File: src/rtl/x86enc_pkg.sv
// Shared types, opcode constants and NOP table for the x86-64 instruction encoder.
package x86enc_pkg;

  localparam int ALIGN_BYTES_DEF = 8;
  localparam int PHASE_W         = 3;
  localparam int MAX_BYTES       = 8;
  localparam int CNT_W           = 4;
  localparam int QUEUE_DEPTH     = 2;

  typedef enum logic [3:0] {
    KIND_MOV_LD = 4'd0,
    KIND_MOV_ST = 4'd1,
    KIND_ADD_LD = 4'd2,
    KIND_ADD_ST = 4'd3,
    KIND_XOR_LD = 4'd4,
    KIND_XOR_ST = 4'd5,
    KIND_INC    = 4'd6,
    KIND_NOP    = 4'd7,
    KIND_ALIGN  = 4'd8
  } kind_t;

  typedef enum logic [3:0] {
    MODE_DIRECT  = 4'd0,
    MODE_IND     = 4'd1,
    MODE_D8      = 4'd2,
    MODE_D32     = 4'd3,
    MODE_RIP     = 4'd4,
    MODE_ABS     = 4'd5,
    MODE_IDX     = 4'd6,
    MODE_IDX_D8  = 4'd7,
    MODE_IDX_D32 = 4'd8
  } mode_t;

  localparam logic [7:0] REX_W    = 8'h48;
  localparam logic [7:0] OP_MOV_LD = 8'h8B;
  localparam logic [7:0] OP_MOV_ST = 8'h89;
  localparam logic [7:0] OP_ADD_LD = 8'h03;
  localparam logic [7:0] OP_ADD_ST = 8'h01;
  localparam logic [7:0] OP_XOR_LD = 8'h33;
  localparam logic [7:0] OP_XOR_ST = 8'h31;
  localparam logic [7:0] OP_INC    = 8'hFF;
  localparam logic [7:0] OP_NOP    = 8'h90;
  localparam logic [7:0] OP_ESC    = 8'h0F;
  localparam logic [7:0] OP_NOPL   = 8'h1F;
  localparam logic [7:0] OP_OPSIZE = 8'h66;

  // byte 0 is emitted first
  typedef logic [MAX_BYTES-1:0][7:0] x86enc_bytes_t;

  typedef struct packed {
    x86enc_bytes_t     bytes;
    logic [CNT_W-1:0]  count;
  } x86enc_entry_t;

  function automatic logic [7:0] pack3(input logic [1:0] hi2, input logic [2:0] mid3,
                                       input logic [2:0] lo3);
    return {hi2, mid3, lo3};
  endfunction

  function automatic logic [7:0] opcode(input logic [3:0] kind);
    logic [7:0] op;
    unique case (kind)
      KIND_MOV_LD: op = OP_MOV_LD;
      KIND_MOV_ST: op = OP_MOV_ST;
      KIND_ADD_LD: op = OP_ADD_LD;
      KIND_ADD_ST: op = OP_ADD_ST;
      KIND_XOR_LD: op = OP_XOR_LD;
      KIND_XOR_ST: op = OP_XOR_ST;
      default:     op = OP_INC;
    endcase
    return op;
  endfunction

  // recommended multi-byte NOP of a given length, zero padded
  function automatic x86enc_bytes_t nop_bytes(input logic [2:0] len);
    x86enc_bytes_t b;
    b = '0;
    unique case (len)
      3'd1: b[0] = OP_NOP;
      3'd2: begin
        b[0] = OP_OPSIZE; b[1] = OP_NOP;
      end
      3'd3: begin
        b[0] = OP_ESC; b[1] = OP_NOPL;
      end
      3'd4: begin
        b[0] = OP_ESC; b[1] = OP_NOPL; b[2] = 8'h40;
      end
      3'd5: begin
        b[0] = OP_ESC; b[1] = OP_NOPL; b[2] = 8'h44;
      end
      3'd6: begin
        b[0] = OP_OPSIZE; b[1] = OP_ESC; b[2] = OP_NOPL; b[3] = 8'h44;
      end
      3'd7: begin
        b[0] = OP_ESC; b[1] = OP_NOPL; b[2] = 8'h80;
      end
      default: b = '0;
    endcase
    return b;
  endfunction

endpackage

File: src/rtl/x86enc_if.sv
// Valid/ready channel interfaces for instruction requests and code bytes.
interface x86enc_in_if;
  logic               valid;
  logic               ready;
  logic [3:0]         kind;
  logic [3:0]         mode;
  logic [3:0]         reg_field;
  logic [3:0]         base_reg;
  logic [3:0]         index_reg;
  logic [1:0]         scale;
  logic signed [31:0] displacement;

  modport source (output valid, kind, mode, reg_field, base_reg, index_reg, scale,
                  displacement, input ready);
  modport sink   (input valid, kind, mode, reg_field, base_reg, index_reg, scale,
                  displacement, output ready);
endinterface

interface x86enc_out_if;
  logic       valid;
  logic       ready;
  logic [7:0] out_byte;
  logic       last;

  modport source (output valid, out_byte, last, input ready);
  modport sink   (input valid, out_byte, last, output ready);
endinterface

File: src/rtl/x86enc_front.sv
// Front end: decode a request into its code bytes and track the stream phase.
module x86enc_front #(
  parameter int ALIGN_BYTES = x86enc_pkg::ALIGN_BYTES_DEF
) (
  input  logic                      clk,
  input  logic                      rst_n,
  x86enc_in_if.sink                 in_req,
  input  logic                      q_full,
  output logic                      q_push,
  output x86enc_pkg::x86enc_entry_t q_entry
);
  import x86enc_pkg::*;

  logic [PHASE_W-1:0] phase_r, phase_nxt;
  logic [2:0]         pad;
  logic [3:0]         reg_code;
  logic               use_b, use_x, accept;
  logic [7:0]         rex, op;
  logic [31:0]        d;
  x86enc_bytes_t      bytes;
  logic [CNT_W-1:0]   n;
  logic [CNT_W-1:0]   sum;

  assign pad = (phase_r == '0) ? 3'd0 : 3'(4'(ALIGN_BYTES) - {1'b0, phase_r});

  always_comb begin
    reg_code = (in_req.kind == KIND_INC) ? 4'd0 : in_req.reg_field;
    use_b    = (in_req.mode != MODE_RIP) && (in_req.mode != MODE_ABS);
    use_x    = (in_req.mode >= MODE_IDX);
    rex      = REX_W | {5'b0, reg_code[3], use_x & in_req.index_reg[3],
                        use_b & in_req.base_reg[3]};
    op       = opcode(in_req.kind);
    d        = in_req.displacement;
    bytes    = '0;
    n        = '0;
    if (in_req.kind <= KIND_INC) begin
      bytes[0] = rex;
      bytes[1] = op;
      unique case (in_req.mode)
        MODE_DIRECT: begin
          bytes[2] = pack3(2'd3, reg_code[2:0], in_req.base_reg[2:0]);
          n = 4'd3;
        end
        MODE_IND: begin
          bytes[2] = pack3(2'd0, reg_code[2:0], in_req.base_reg[2:0]);
          n = 4'd3;
        end
        MODE_D8: begin
          bytes[2] = pack3(2'd1, reg_code[2:0], in_req.base_reg[2:0]);
          bytes[3] = d[7:0];
          n = 4'd4;
        end
        MODE_D32: begin
          bytes[2] = pack3(2'd2, reg_code[2:0], in_req.base_reg[2:0]);
          bytes[6:3] = d;
          n = 4'd7;
        end
        MODE_RIP: begin
          bytes[2] = pack3(2'd0, reg_code[2:0], 3'd5);
          bytes[6:3] = d;
          n = 4'd7;
        end
        MODE_ABS: begin
          bytes[2] = pack3(2'd0, reg_code[2:0], 3'd4);
          bytes[3] = pack3(2'd0, 3'd4, 3'd5);
          bytes[7:4] = d;
          n = 4'd8;
        end
        MODE_IDX: begin
          bytes[2] = pack3(2'd0, reg_code[2:0], 3'd4);
          bytes[3] = pack3(in_req.scale, in_req.index_reg[2:0], in_req.base_reg[2:0]);
          n = 4'd4;
        end
        MODE_IDX_D8: begin
          bytes[2] = pack3(2'd1, reg_code[2:0], 3'd4);
          bytes[3] = pack3(in_req.scale, in_req.index_reg[2:0], in_req.base_reg[2:0]);
          bytes[4] = d[7:0];
          n = 4'd5;
        end
        MODE_IDX_D32: begin
          bytes[2] = pack3(2'd2, reg_code[2:0], 3'd4);
          bytes[3] = pack3(in_req.scale, in_req.index_reg[2:0], in_req.base_reg[2:0]);
          bytes[7:4] = d;
          n = 4'd8;
        end
        default: begin
          bytes = '0;
          n     = '0;
        end
      endcase
    end else if (in_req.kind == KIND_NOP) begin
      bytes[0] = OP_NOP;
      n        = 4'd1;
    end else if (in_req.kind == KIND_ALIGN) begin
      bytes = nop_bytes(pad);
      n     = {1'b0, pad};
    end
  end

  assign in_req.ready  = !q_full;
  assign accept        = in_req.valid && in_req.ready;
  assign q_push        = accept && (n != '0);
  assign q_entry.bytes = bytes;
  assign q_entry.count = n;

  // fold the new position back below the boundary
  always_comb begin
    sum = {1'b0, phase_r} + n;
    for (int i = 0; i < MAX_BYTES; i++) begin
      if (sum >= 4'(ALIGN_BYTES)) begin
        sum = sum - 4'(ALIGN_BYTES);
      end
    end
    phase_nxt = accept ? sum[PHASE_W-1:0] : phase_r;
  end

  always_ff @(posedge clk) begin
    if (!rst_n) begin
      phase_r <= '0;
    end else begin
      phase_r <= phase_nxt;
    end
  end

  a_phase_bound: assert property (@(posedge clk) disable iff (!rst_n)
    {1'b0, phase_r} < 4'(ALIGN_BYTES))
    else $error("stream phase out of range");

  a_push_needs_room: assert property (@(posedge clk) disable iff (!rst_n)
    q_push |-> !q_full && q_entry.count <= 4'(MAX_BYTES))
    else $error("push into full queue or oversized entry");

  a_nop_one_byte: assert property (@(posedge clk) disable iff (!rst_n)
    accept && in_req.kind == KIND_NOP |-> q_push && q_entry.count == 4'd1)
    else $error("nop request not queued as one byte");

endmodule

File: src/rtl/x86enc_fifo.sv
// Short queue of decoded instructions between front and back ends.
module x86enc_fifo #(
  parameter int DEPTH = x86enc_pkg::QUEUE_DEPTH
) (
  input  logic                      clk,
  input  logic                      rst_n,
  input  logic                      push,
  input  x86enc_pkg::x86enc_entry_t wr_entry,
  input  logic                      pop,
  output x86enc_pkg::x86enc_entry_t rd_entry,
  output logic                      full,
  output logic                      not_empty
);
  import x86enc_pkg::*;

  localparam int PTR_W = (DEPTH > 1) ? $clog2(DEPTH) : 1;
  localparam int CW    = $clog2(DEPTH + 1);

  x86enc_entry_t    mem_r [DEPTH];
  logic [PTR_W-1:0] wr_ptr_r, rd_ptr_r, wr_ptr_nxt, rd_ptr_nxt;
  logic [CW-1:0]    count_r, count_nxt;

  assign full      = (count_r == CW'(DEPTH));
  assign not_empty = (count_r != '0);
  assign rd_entry  = mem_r[rd_ptr_r];

  always_comb begin
    wr_ptr_nxt = wr_ptr_r;
    rd_ptr_nxt = rd_ptr_r;
    count_nxt  = count_r;
    if (push) begin
      wr_ptr_nxt = (wr_ptr_r == PTR_W'(DEPTH - 1)) ? '0 : wr_ptr_r + 1'b1;
    end
    if (pop) begin
      rd_ptr_nxt = (rd_ptr_r == PTR_W'(DEPTH - 1)) ? '0 : rd_ptr_r + 1'b1;
    end
    if (push && !pop) begin
      count_nxt = count_r + 1'b1;
    end else if (pop && !push) begin
      count_nxt = count_r - 1'b1;
    end
  end

  always_ff @(posedge clk) begin
    if (!rst_n) begin
      wr_ptr_r <= '0;
      rd_ptr_r <= '0;
      count_r  <= '0;
    end else begin
      wr_ptr_r <= wr_ptr_nxt;
      rd_ptr_r <= rd_ptr_nxt;
      count_r  <= count_nxt;
    end
  end

  always_ff @(posedge clk) begin
    if (push) begin
      mem_r[wr_ptr_r] <= wr_entry;
    end
  end

  a_count_bound: assert property (@(posedge clk) disable iff (!rst_n)
    count_r <= CW'(DEPTH))
    else $error("queue count overflow");

  a_no_overflow: assert property (@(posedge clk) disable iff (!rst_n)
    push && full |-> pop)
    else $error("push into full queue");

  a_no_underflow: assert property (@(posedge clk) disable iff (!rst_n)
    pop |-> not_empty)
    else $error("pop from empty queue");

endmodule

File: src/rtl/x86enc_back.sv
// Back end: shift one queued instruction out one code byte per cycle while out_rsp.ready is high.
module x86enc_back (
  input  logic                      clk,
  input  logic                      rst_n,
  input  logic                      q_valid,
  input  x86enc_pkg::x86enc_entry_t q_entry,
  output logic                      q_pop,
  x86enc_out_if.source              out_rsp
);
  import x86enc_pkg::*;

  logic             valid_r, valid_nxt;
  logic             last_r, last_nxt;
  logic [CNT_W-1:0] rem_r, rem_nxt;
  x86enc_bytes_t    bytes_r, bytes_nxt;
  logic             take, load;

  assign take  = valid_r && out_rsp.ready;
  assign load  = q_valid && (!valid_r || (take && last_r));
  assign q_pop = load;

  assign out_rsp.valid    = valid_r;
  assign out_rsp.out_byte = bytes_r[0];
  assign out_rsp.last     = last_r;

  always_comb begin
    valid_nxt = valid_r;
    last_nxt  = last_r;
    rem_nxt   = rem_r;
    bytes_nxt = bytes_r;
    if (load) begin
      valid_nxt = 1'b1;
      bytes_nxt = q_entry.bytes;
      rem_nxt   = q_entry.count;
      last_nxt  = (q_entry.count == 4'd1);
    end else if (take) begin
      if (last_r) begin
        valid_nxt = 1'b0;
      end else begin
        // advance to the next byte
        bytes_nxt = bytes_r >> 8;
        rem_nxt   = rem_r - 1'b1;
        last_nxt  = (rem_r == 4'd2);
      end
    end
  end

  always_ff @(posedge clk) begin
    if (!rst_n) begin
      valid_r <= 1'b0;
      last_r  <= 1'b0;
      rem_r   <= '0;
    end else begin
      valid_r <= valid_nxt;
      last_r  <= last_nxt;
      rem_r   <= rem_nxt;
    end
    bytes_r <= bytes_nxt;
  end

  a_rem_nonzero: assert property (@(posedge clk) disable iff (!rst_n)
    valid_r |-> rem_r != '0 && rem_r <= 4'(MAX_BYTES))
    else $error("byte count out of range while emitting");

  a_last_matches: assert property (@(posedge clk) disable iff (!rst_n)
    valid_r |-> last_r == (rem_r == 4'd1))
    else $error("last flag out of step with byte count");

  a_load_shows: assert property (@(posedge clk) disable iff (!rst_n)
    load |=> valid_r && rem_r == $past(q_entry.count))
    else $error("popped entry not presented");

endmodule

File: src/rtl/x86_64_instruction_encoder_core.sv
// Top level of the x86-64 instruction encoder: front end, queue and byte emitter.
//
//   channel  | dir | handshake                    | payload
//   in_req   | in  | in_req.valid / in_req.ready  | kind, mode, reg_field, base_reg,
//            |     |                              | index_reg, scale, displacement
//   out_rsp  | out | out_rsp.valid / out_rsp.ready| out_byte, last
//
// An instruction leaves the byte port as its bytes (1 to 8), one byte per cycle
// while out_rsp.ready is high; that port sets the sustained rate. Requests that
// make no bytes are accepted at the input and produce nothing.
// A request is decoded in the cycle it is accepted and queued at that edge; its
// first byte then passes from the queue into the emitter's register when idle.
// The two-entry queue lets new requests enter while bytes drain; the input stalls
// while both entries are held.
// Reset is synchronous, active low, and clears the stream phase, the queue and the emitter.
module x86_64_instruction_encoder_core #(
  parameter int ALIGN_BYTES = x86enc_pkg::ALIGN_BYTES_DEF
) (
  input  logic          clk,
  input  logic          rst_n,
  x86enc_in_if.sink     in_req,
  x86enc_out_if.source  out_rsp
);
  import x86enc_pkg::*;

  logic          q_push, q_pop, q_full, q_not_empty;
  x86enc_entry_t q_wr_entry, q_rd_entry;

  x86enc_front #(
    .ALIGN_BYTES(ALIGN_BYTES)
  ) u_front (
    .clk     (clk),
    .rst_n   (rst_n),
    .in_req  (in_req),
    .q_full  (q_full),
    .q_push  (q_push),
    .q_entry (q_wr_entry)
  );

  x86enc_fifo #(
    .DEPTH(QUEUE_DEPTH)
  ) u_fifo (
    .clk       (clk),
    .rst_n     (rst_n),
    .push      (q_push),
    .wr_entry  (q_wr_entry),
    .pop       (q_pop),
    .rd_entry  (q_rd_entry),
    .full      (q_full),
    .not_empty (q_not_empty)
  );

  x86enc_back u_back (
    .clk     (clk),
    .rst_n   (rst_n),
    .q_valid (q_not_empty),
    .q_entry (q_rd_entry),
    .q_pop   (q_pop),
    .out_rsp (out_rsp)
  );

endmodule
File: src/flat_wrapper.sv
// flat-port wrapper written by rule: the top's interface ports become plain ports
module x86_64_instruction_encoder_core_flat import x86enc_pkg::*;
#(
  parameter int ALIGN_BYTES = x86enc_pkg::ALIGN_BYTES_DEF
)
  (clk, rst_n, in_req_valid, in_req_kind, in_req_mode, in_req_reg_field, in_req_base_reg, in_req_index_reg, in_req_scale, in_req_displacement, in_req_ready, out_rsp_valid, out_rsp_out_byte, out_rsp_last, out_rsp_ready);
  x86enc_in_if in_req_i ();
  x86enc_out_if out_rsp_i ();
  input  logic clk;
  input  logic rst_n;
  input wire logic [$bits(in_req_i.valid)-1:0] in_req_valid;
  input wire logic [$bits(in_req_i.kind)-1:0] in_req_kind;
  input wire logic [$bits(in_req_i.mode)-1:0] in_req_mode;
  input wire logic [$bits(in_req_i.reg_field)-1:0] in_req_reg_field;
  input wire logic [$bits(in_req_i.base_reg)-1:0] in_req_base_reg;
  input wire logic [$bits(in_req_i.index_reg)-1:0] in_req_index_reg;
  input wire logic [$bits(in_req_i.scale)-1:0] in_req_scale;
  input wire logic [$bits(in_req_i.displacement)-1:0] in_req_displacement;
  output wire logic [$bits(in_req_i.ready)-1:0] in_req_ready;
  output wire logic [$bits(out_rsp_i.valid)-1:0] out_rsp_valid;
  output wire logic [$bits(out_rsp_i.out_byte)-1:0] out_rsp_out_byte;
  output wire logic [$bits(out_rsp_i.last)-1:0] out_rsp_last;
  input wire logic [$bits(out_rsp_i.ready)-1:0] out_rsp_ready;
  assign in_req_i.valid = in_req_valid;
  assign in_req_i.kind = in_req_kind;
  assign in_req_i.mode = in_req_mode;
  assign in_req_i.reg_field = in_req_reg_field;
  assign in_req_i.base_reg = in_req_base_reg;
  assign in_req_i.index_reg = in_req_index_reg;
  assign in_req_i.scale = in_req_scale;
  assign in_req_i.displacement = in_req_displacement;
  assign in_req_ready = in_req_i.ready;
  assign out_rsp_valid = out_rsp_i.valid;
  assign out_rsp_out_byte = out_rsp_i.out_byte;
  assign out_rsp_last = out_rsp_i.last;
  assign out_rsp_i.ready = out_rsp_ready;
  x86_64_instruction_encoder_core #(.ALIGN_BYTES(ALIGN_BYTES)) u_core (.clk(clk), .rst_n(rst_n), .in_req(in_req_i), .out_rsp(out_rsp_i));
endmodule
File: config.mk
export PLATFORM = sky130hd
export DESIGN_NAME = x86_64_instruction_encoder_core_flat
export DESIGN_NICKNAME = d
export VERILOG_FILES = /design/src/rtl/x86enc_pkg.sv /design/src/rtl/x86enc_if.sv /design/src/rtl/x86enc_front.sv /design/src/rtl/x86enc_fifo.sv /design/src/rtl/x86enc_back.sv /design/src/rtl/x86_64_instruction_encoder_core.sv /design/src/flat_wrapper.sv
export SDC_FILE = /design/constraint.sdc
export NUM_CORES = 1
export LEC_CHECK = 0
export BUFFER_PORTS_ARGS = -buffer_cell sky130_fd_sc_hd__buf_2
export CORE_MARGIN = 10
export CORE_UTILIZATION = 35
export CTS_BUF_LIST = sky130_fd_sc_hd__clkbuf_4
export DETAILED_ROUTE_END_ITERATION = 10
export HOLD_SLACK_MARGIN = 0.08
export SYNTH_ARGS = -nofsm -noshare
export SYNTH_HDL_FRONTEND = slang
export SYNTH_SLANG_ARGS = --single-unit
export TNS_END_PERCENT = 50
File: constraint.sdc
create_clock -name clk -period 10.8 [get_ports clk]
set_input_delay 0 -clock clk [delete_from_list [all_inputs] [get_ports clk]]
set_output_delay 0 -clock clk [all_outputs]
set_load 0.01 [all_outputs]
==> results.yml <==
outcome:
  outcome: "completed"
floorplanning:
  die_x_um: 183
  io_pins: 69
  start_util: 0.356
  core-area_mm2: 0.0261
  num_rows: 59
  dieArea_mm2: 0.0335
  die-height_um: 183
global_route:
  grt_antenna_before_repair: 2
  grt_max_degree: 79
  grt_pass1_vias: 6184
  grt_usage: 0.126
  grt_remaining_overflow: 0
  grt_pass1_wl_mm: 33.7
final_layout:
  mostFrequentLayoutCells: "198 x edfxtp_1, 85 x nand2_1, 81 x clkbuf_4"
  final_common_cell: "edfxtp_1"
  layout.cells.non_filler: 1227
  area_growth_pct: 21.0
  fin_nets: 919
  final_core_util: 0.430
  drive_above_1_share: 0.199
hold_path:
  hold_path_class: "input port to flip-flop"
  min_path_cells: 3
sta:
  period_share: 0.323
  worstMarginPinSlew_ns: 1.26
  setup-tns-final_ns: 0
  min_period_ns: 3.49
  fin_skew_ns: 0.0409
  drv_slew: 0
  hold_viol_final: 0
  rsz0062_at_grt: "no"
  clock.fmax_mhz: 287
  fin_ws_ns: 7.31
  finalSetupViolations: 0
  slew_headroom: 0.158
synth:
  yosysWarnings: 0
  post_synth_num_cell_types: 58
  syn_area_mm2: 0.00930
  async_flop_share: 0
  synth_top_cell_by_area: "edfxtp_1"
  yosysTopAreaCellShare: 0.640
  synth_nets: 773
  synth_edf_count: 198
  ys_seq_area_frac: 0.670
  synthTopCellsByArea: "edfxtp_1 64%, mux2i_1 8.0%, o21ai_0 3.8%"
  synth_flop_cell: "edfxtp_1"
  synth-seq-cells: 212
  avgSynthCellArea_um2: 13.1
  postSynthCellCount: 708
place:
  pre_cts_slack_ns: 7.27
  dp.cells: 1069
  gp_congestion: 0.805
  hpwl_mm: 13.2
  port_buffers: 68
setup_path:
  path_buf_inv: 2
  critPathMostFrequentCell: "ha_1"
  arrival_ns: 3.75
  cp_max_fo: 62
  worstPathRequired_ns: 11.06
  critPathKind: "flip-flop to flip-flop"
  max_stage_delay_ns: 0.75
  path_cells: "inv_1, ha_1, ha_1, nand2b_1, o41ai_1, nand2_1, a311oi_4, buf_4"
  reg2regPathDepth: 8
  cp.depth: 8
  end_kind: "flip-flop"
  start_kind: "flip-flop"
  crit_family: "buffers and inverters"
  worst_path_max_delay_cell: "buf_4"
clock_tree:
  root_buffer: "clkbuf_4"
  clockBufferDepth: 3
  clock_sinks: 212
  clkSlewWorstSetupHoldPaths_ns: 0.06
  cts-htree-levels: 2
  clkLatencyLatePin_ns: 0.67
  cts_buffers: 54
  postCtsSetupBuffers: 0
  cts.repair.resized: 0
  cts_tree: "yes"
flow_run:
  drv_cap: 0
pwr:
  power_density_mw_per_mm2: 228
  ir_drop_mv: 0.199
  power_leakage_uw: 0.00412
routing:
  ant_nets: 0
  drtIter0Drc: 341
  dr_total_vias: 6173
  drt-total-wl_mm: 21.8
  drt_pass1_iterations: 6
  drcViolationCount: 0
  wire_per_inst_um: 17.7
  viasPerCell: 5.03
==> Yosys cell counts (6+ instances only) <==
master,count
mux2i_1,74
o21ai_0,70
and3_1,12
edfxtp_1,198
nand2_1,85
buf_4,8
buf_2,18
inv_1,12
ha_1,6
and2_1,7
nand2b_1,7
a21oi_1,12
dfxtp_1,14
nand3_1,7
o21a_1,7
nor2_1,49
clkbuf_1,18
a22oi_1,30
==> timing repair <==
item | in CTS | in global routing
setup endpoints to repair | 0 | 0
endpoints found under the hold margin | 164 | 0
hold buffers | 64 | 0
==> report_power, final <==
part / switching [uW] / internal [uW]
registers: 66.3 / 1190
logic: 415 / 214
clock network: 315 / 365
==> flip-flops by register name, summed over array words and instances, names as in the netlist, named ones only <==
name and cells:
u_core.u_fifo.wr_ptr_r 1, u_core.u_fifo.mem_r 134, u_core.u_back.out_rsp.out_byte 8, u_core.u_back.bytes_r 56, u_core.u_back.rem_r 4, u_core.u_fifo.count_r 2, u_core.u_back.out_rsp.valid 1, u_core.u_front.phase_r 3
u_core.u_fifo.rd_ptr_r 1, u_core.u_back.out_rsp.last 1
==> cells by family after synthesis <==
group	count (synthesis)	share of synthesized area
flops	212	0.670
buf+inv	62	0.0323
compound gates	154	0.105
fa+ha+maj	7	0.0102
xor+xnor	5	0.00471
simple gates	194	0.0983
mux	74	0.0797
==> final timing paths <==
path	start	end	slack, ns
hold / removal	in_req_displacement[31]	u_core.u_fifo.mem_r[0][67]$_DFFE_PP_	0.21
hold reg to reg	u_core.u_back.bytes_r[24]$_DFFE_PP_	u_core.u_back.bytes_r[16]$_DFFE_PP_	0.51
setup reg to reg	u_core.u_front.phase_r[0]$_SDFFE_PN0P_	u_core.u_fifo.mem_r[0][22]$_DFFE_PP_	7.31
setup / recovery	u_core.u_front.phase_r[0]$_SDFFE_PN0P_	u_core.u_fifo.mem_r[0][22]$_DFFE_PP_	7.31
==> metal layers <==
| layer | track usage | wire [um] | share of wire |
|---|---|---|---|
| met2 | 0.208 | 10700 | 0.49 |
| met3 | 0.0296 | 1040 | 0.048 |
| met4 | 0.0528 | 636 | 0.029 |
| met1 | 0.155 | 9350 | 0.43 |
| met5 | 0 | 0 | 0 |
==> stage by stage <==
stage,cell area (um^2),hold slack [ns],total power (uW)
after detailed placement,9910,0.305,1910
after floorplan,9300,0.168,1750
after global placement,9910,0.295,1890
final,11200,0.214,2570
after CTS,11200,0.141,2620
after global routing,11200,0.178,2730
==> area by class of cell <==
type                       instances  area [um^2]
sequential                       212         6230
fill                            2458        14900
clock inverter                    11         80.1
antenna                            2         5.00
clock buffer                      81          608
multi-input combinational        434         2820
tap                              335          419
timing repair buffer             140         1040
inverter                          12         46.3
==> tightest hold or removal path, stage by stage <==
cell and delay (ns):
dlygate4sd3_1 0.51, buf_2 0.10, and3_1 0.15
Note: power is estimated with default switching activity, not from simulation.
